==> src/rtl/qmn_pkg.sv <==
// ----------------------------------------------------------------------------
// qmn_pkg
// Shared widths and types for the normalised quaternion product pipeline.
// ----------------------------------------------------------------------------
package qmn_pkg;

    localparam int unsigned COMP_W = 16;
    localparam int unsigned PROD_W = 34;   // signed exact product component
    localparam int unsigned MAG_W  = 33;   // |r| fits in 33 bits
    localparam int unsigned T_W    = 30;   // block-floating magnitude
    localparam int unsigned SQ_W   = 62;   // sum of squares
    localparam int unsigned RT_W   = 31;   // integer square root

    typedef logic [T_W-1:0] t_mag4 [4];

endpackage

==> src/rtl/qmn_sqrt.sv <==
// ----------------------------------------------------------------------------
// qmn_sqrt
// Pipelined integer square root, one result bit per stage, with side data.
// ----------------------------------------------------------------------------
module qmn_sqrt #(
    parameter int unsigned SIDE_W = 1
) (
    input  logic                     i_clk,
    input  logic                     i_rst_n,
    input  logic                     i_vld,
    input  logic [qmn_pkg::SQ_W-1:0] i_rad,
    input  logic [SIDE_W-1:0]        i_side,
    output logic                     o_vld,
    output logic [qmn_pkg::RT_W-1:0] o_root,
    output logic [SIDE_W-1:0]        o_side
);

    localparam int unsigned N  = qmn_pkg::RT_W;
    localparam int unsigned RW = qmn_pkg::SQ_W + 2;

    logic [N:0]          r_vld;
    logic [RW-1:0]       r_rem  [N+1];
    logic [N-1:0]        r_root [N+1];
    logic [SIDE_W-1:0]   r_side [N+1];

    always_ff @(posedge i_clk) begin
        if (!i_rst_n) begin
            r_vld <= '0;
        end else begin
            r_vld <= {r_vld[N-1:0], i_vld};
        end
    end

    always_ff @(posedge i_clk) begin
        r_rem[0]  <= {2'b00, i_rad};
        r_root[0] <= '0;
        r_side[0] <= i_side;
    end

    for (genvar k = 0; k < N; k++) begin : g_stage
        localparam int unsigned B = N - 1 - k;
        logic [RW-1:0] trial;
        assign trial = ({{(RW-N){1'b0}}, r_root[k]} << (B + 1))
                     + ({{(RW-1){1'b0}}, 1'b1} << (2 * B));
        always_ff @(posedge i_clk) begin
            r_side[k+1] <= r_side[k];
            if (r_rem[k] >= trial) begin
                r_rem[k+1]  <= r_rem[k] - trial;
                r_root[k+1] <= r_root[k] | (N'(1) << B);
            end else begin
                r_rem[k+1]  <= r_rem[k];
                r_root[k+1] <= r_root[k];
            end
        end
    end

    assign o_vld  = r_vld[N];
    assign o_root = r_root[N];
    assign o_side = r_side[N];

endmodule

==> config.mk <==
export PLATFORM = sky130hd
export DESIGN_NAME = qmn_sqrt
export DESIGN_NICKNAME = d
export VERILOG_FILES = /design/src/rtl/qmn_pkg.sv /design/src/rtl/qmn_sqrt.sv
export SDC_FILE = /design/constraint.sdc
export NUM_CORES = 2
export LEC_CHECK = 0
export BUFFER_PORTS_ARGS = -buffer_cell sky130_fd_sc_hd__buf_2
export CAP_MARGIN = 20
export CORE_MARGIN = 1
export CORE_UTILIZATION = 45
export CTS_CLUSTER_DIAMETER = 80
export DETAILED_ROUTE_END_ITERATION = 7
export PLACE_DENSITY = 0.72
export SKIP_LAST_GASP = 1
export SLEW_MARGIN = 20
export SYNTH_ARGS = -nofsm -noshare
export SYNTH_HDL_FRONTEND = slang
export SYNTH_SLANG_ARGS = --single-unit
==> constraint.sdc <==
create_clock -name i_clk -period 5.1 [get_ports i_clk]
set_input_delay 0 -clock i_clk [delete_from_list [all_inputs] [get_ports i_clk]]
set_output_delay 0 -clock i_clk [all_outputs]
set_load 0.01 [all_outputs]
Word level (Yosys, flattened, before mapping) --
Memories as Yosys holds them, arrays and structs flattened. Index checks and enable logic that the tools add are counted.
Storage, ports and cells: bits in registers 32, RAM bits 3072, input bits 66, output and inout port bits 33, logic and storage cells 314, memories kept 3
Memory list:
- r_rem | depth 32, bits a word 64, rd ports 31, clocked after memory_dff 0, wr ports 32, RTL line qmn_sqrt.sv:22 | logic [RW-1:0] r_rem [N+1];
- r_root | depth 32, bits a word 31, rd ports 32, clocked after memory_dff 0, wr ports 32, RTL line qmn_sqrt.sv:23 | logic [N-1:0] r_root [N+1];
- r_side | depth 32, bits a word 1, rd ports 32, clocked after memory_dff 0, wr ports 32, RTL line qmn_sqrt.sv:24 | logic [SIDE_W-1:0] r_side [N+1];
Operators by class: $add $sub $neg 62, order comparisons 31, muxes and demuxes 155, bitwise operators 62
Operators with widths (count):
- 2-to-1 mux 64 bit | 31
- 2-to-1 mux 31 bit | 31
- 2-to-1 mux 1 bit | 93
- greater-or-equal comparator 64 x 33 -> 1 bit | 1
- greater-or-equal comparator 64 x 34 -> 1 bit | 1
- greater-or-equal comparator 64 x 35 -> 1 bit | 1
- greater-or-equal comparator 64 x 36 -> 1 bit | 1
- greater-or-equal comparator 64 x 37 -> 1 bit | 1
- greater-or-equal comparator 64 x 38 -> 1 bit | 1
- greater-or-equal comparator 64 x 39 -> 1 bit | 1
- greater-or-equal comparator 64 x 40 -> 1 bit | 1
- greater-or-equal comparator 64 x 41 -> 1 bit | 1
- greater-or-equal comparator 64 x 42 -> 1 bit | 1
- greater-or-equal comparator 64 x 43 -> 1 bit | 1
- greater-or-equal comparator 64 x 44 -> 1 bit | 1
- greater-or-equal comparator 64 x 45 -> 1 bit | 1
- greater-or-equal comparator 64 x 46 -> 1 bit | 1
- greater-or-equal comparator 64 x 47 -> 1 bit | 1
- greater-or-equal comparator 64 x 48 -> 1 bit | 1
- greater-or-equal comparator 64 x 49 -> 1 bit | 1
- greater-or-equal comparator 64 x 50 -> 1 bit | 1
- greater-or-equal comparator 64 x 51 -> 1 bit | 1
- greater-or-equal comparator 64 x 52 -> 1 bit | 1
- greater-or-equal comparator 64 x 53 -> 1 bit | 1
- other kinds (73) | 134

Longest topological paths before layout --
An unclocked memory read counts as a cell.
depth in word-level cells 6, depth in mapped cells 15, gate-level depth less buffers 12

Worst setup path after synthesis --
Ideal clock, no wire load.
kind register to register, from memory r_root[1][226] in the netlist's numbering, to memory r_rem[24][47] in the netlist's numbering, library setup time 0.072 ns, arrival time 3.117 ns, required time 5.028 ns, setup slack 1.911 ns, cell stages (with the launch flop) 13, path buffers 1, clock period less this slack 3.189 ns, path through dfxtp_1 -> inv_1 -> ha_1 -> a21oi_1 -> a211oi_1 -> or3_1 -> a21bo_2 -> a41oi_1 -> o21ai_0 -> a2111o_1 -> clkbuf_1 -> nor3b_1 -> xor2_1
RTL lines (RTL line):
- from (decl) | qmn_sqrt.sv:23
- to (decl) | qmn_sqrt.sv:22

==> flow_metrics.tcl <==
set metrics [dict create \
    arrival_ns 5.12 \
    synth-main-ff-cell "dfxtp_1" \
    status "finished, final reports clean" \
    syn_to_final_growth_pct 14.7 \
    coreArea_um2 210000 \
    p_sw_mw 19.5 \
    cts-root-buf "clkbuf_16" \
    initial_core_util_pct 45.4 \
    power.total_mw 61.6 \
    routed_via_density 5.44 \
    die_h_um 462 \
    numCtsBuffers 276 \
    multiInputGateArea_um2 41200 \
    htreeDepth 5 \
    hpwlAfterDp_um 199000 \
    synth-edff-count 0 \
    via_count 69900 \
    finalCritPeriodShare_pct 85.5 \
    switching_share_pct 31.6 \
    combinationalPowerShare_pct 20.9 \
    synth-seq-cells 2541 \
    hold_viol_final 0 \
    fmax_mhz 229 \
    placement.cell_area_um2 98700 \
    io_pins 99 \
    ant_nets 0 \
    path_max_fanout 6 \
    final-max-slew-violation-count 0 \
    clk_latency_ns 0.96 \
    yosys_warnings 0 \
    stdcell_area_um2 109000 \
    ir_drop_mv 0.413 \
    io_buffers 98 \
    ys_types 96 \
    cts_setup_buffers 0 \
    rsz0062_at_grt "false" \
    antenna_found_initial 11 \
    fin_worst_hold_slack_ns 0.0986 \
    synth_area_per_cell_um2 10.0 \
    route.detailed.drc 0 \
    cellPowerDensity_nw_per_um2 564 \
    seqCellArea_um2 50900 \
    grt_start_max_net_pins 53 \
    die_area_um2 214000 \
    setup_viol 0 \
    grt_pass1_wl_um 401000 \
    crit_type "reg -> reg" \
    leakage_nw 49.5 \
    std_cell_rows 168 \
    drt-total-wl_um 263000 \
    die_w_um 462 \
    grt_overflow_total 0 \
    yosysSeqAreaShare_pct 53.4 \
    clock_path_buffers 4 \
    start_kind "flip-flop" \
    clk_pin_slew_worst_paths_ns 0.06 \
    hold_class "in -> reg" \
    drtIter0Drc 4982 \
    final_common_cell "dfxtp_1" \
    endpoint_kind "flip-flop" \
    synthCells 9517 \
    final_cells 12900 \
    p_int_mw 42.2 \
    final_cell_mix "dfxtp_1 (2541), nor2_1 (651), inv_1 (641), a21oi_1 (616), nand2_1 (582)" \
    syn_area_um2 95300 \
    gp_congestion 0.966 \
    grt_use_total_pct 24.2 \
    worst-slew-pin-transition_ns 1.18 \
    finalSetupTns_ns 0 \
    nFillCells 18100 \
    drive_gt1_share_pct 7.13 \
    maxSlewHeadroom_pct 20.6 \
    tritoncts "built" \
    clock-sinks 2541 \
    ys_async_sr_fraction_pct 0 \
    pwr-share-seq_pct 46.0 \
    p_clk_share_pct 33.1 \
    maxCapViolations 0 \
    numPlacedInstances 12200 \
    fin_nets 10400 \
    synth_nets 10100 \
    required_ns 5.86 \
    first_pass_iters 6 \
    wl_per_cell_um 20.5 \
    clock_skew_ns 0.101 \
    min_period_ns 4.36 \
    grt_pass1_vias 70200 \
]
cells by family (layout without fill, tap and decap cells):
kind of cell               count (synthesis)  in the layout  share of synthesized area (%)
adders and majority gates                525            525                           6.89
buffers and inverters                    848           1377                           3.39
DFF                                     2541           2541                           53.4
and+or+nand+nor                         2883           2883                           15.7
AOI/OAI and AO/OA                       1751           1751                           11.5
xor gates and xnor gates                 883            883                           8.12
other                                      0              5                              0
muxes                                     86             86                           1.00
synth_stat cells (18+ instances only):
library cell | count | area, um2
nand3_1 | 167 | 836
nor3_1 | 278 | 1390
clkbuf_1 | 174 | 653
nand4b_1 | 28 | 245
nand3b_1 | 41 | 308
o211ai_1 | 31 | 233
a21boi_0 | 29 | 218
a21oi_1 | 617 | 3090
or4_1 | 60 | 450
inv_1 | 641 | 2410
o21ai_0 | 370 | 1850
nor4b_1 | 48 | 420
nand2_1 | 582 | 2180
xor2_1 | 395 | 3460
o21bai_1 | 42 | 315
xnor2_1 | 488 | 4270
nor2b_1 | 63 | 394
a21o_1 | 238 | 1790
nor4_1 | 326 | 2040
or3_1 | 118 | 738
nor2_1 | 652 | 2450
dfxtp_1 | 2541 | 50900
nand4_1 | 176 | 1100
o41ai_1 | 18 | 158
a211oi_1 | 45 | 338
nor3b_1 | 25 | 188
mux2_2 | 72 | 811
nand2b_1 | 97 | 607
o31ai_1 | 32 | 240
ha_1 | 525 | 6570
and2_1 | 73 | 457
and3_1 | 43 | 269
and4_1 | 18 | 158
a31oi_1 | 33 | 206
or2_2 | 36 | 225
o21a_1 | 109 | 818
sequential cells by signal, indices dropped and copies added, names as in the netlist:
register,flops
r_root,496
r_vld,32
r_rem,1981
r_side,32
stage by stage:
stage / setup WS, ns / utilization [%]
after floorplan: 1.91 / -
after global placement: 1.04 / 47.0
after detailed placement: 0.948 / 47.0
after CTS: 0.848 / 52.1
after global routing: 0.417 / 52.1
final: 0.741 / 52.1
final timing paths:
kind	slack, ns	to	cells after the start	startpoint
worst max-delay path	0.74	r_rem[25][58]$_DFF_P_	11	r_root[1][255]$_DFF_P_
worst min-delay path	0.1	r_vld[31]$_SDFF_PN0_	3	i_rst_n
worst max register to register	0.74	r_rem[25][58]$_DFF_P_	11	r_root[1][255]$_DFF_P_
worst min register to register	0.30	r_rem[10][14]$_DFF_P_	0	r_rem[9][14]$_DFF_P_
layout make-up:
class	instances	area share [%]
Clock inverter	82	1.08
Tap cell	2805	3.21
Clock buffer	394	7.42
Timing Repair Buffer	256	1.83
Inverter	645	2.21
Sequential cell	2541	46.5
Antenna cell	5	0.0114
Multi-Input combinational cell	6128	37.7
power groups by stage:
| stage | Sequential, mW | Clock, mW | Combinational [mW] |
|---|---|---|---|
| 2_1_floorplan | 26.6 | 0 | 9.94 |
| 3_3_place_gp | 28.6 | 0 | 12.4 |
| 3_5_place_dp | 28.7 | 0 | 12.6 |
| 4_1_cts | 28.3 | 20.6 | 12.8 |
| 5_1_grt | 28.7 | 21.5 | 14.2 |
| 6_report | 28.4 | 20.4 | 12.9 |
worst max-delay path, cell delays in order (launching register included):
cell and delay, ns:
dfxtp_1 0.38, inv_1 0.06, ha_1 0.34, nor2b_1 0.14, o21ai_0 0.16, nand2b_1 0.14, a311oi_1 0.86, o21ai_0 0.42
a211o_1 0.44, a211oi_1 0.84, nand4_1 0.27, xnor2_1 0.18
layer usage:
layer / global-route usage [%] / wire [um] / up-vias
met3: 3.60 / 11500 / 762
li1: - / - / 33900
met2: 44.5 / 135000 / 1968
met4: 13.8 / 16000 / 6
met1: 26.1 / 101000 / 33300
met5: 0 / 41 / -
what timing repair did:
item                                   CTS  global route
endpoints found under the hold margin   95             0
hold buffers                           130             0
setup endpoints to repair                0             0
resized for setup                        0             0
(Power assumes the default switching activity.)
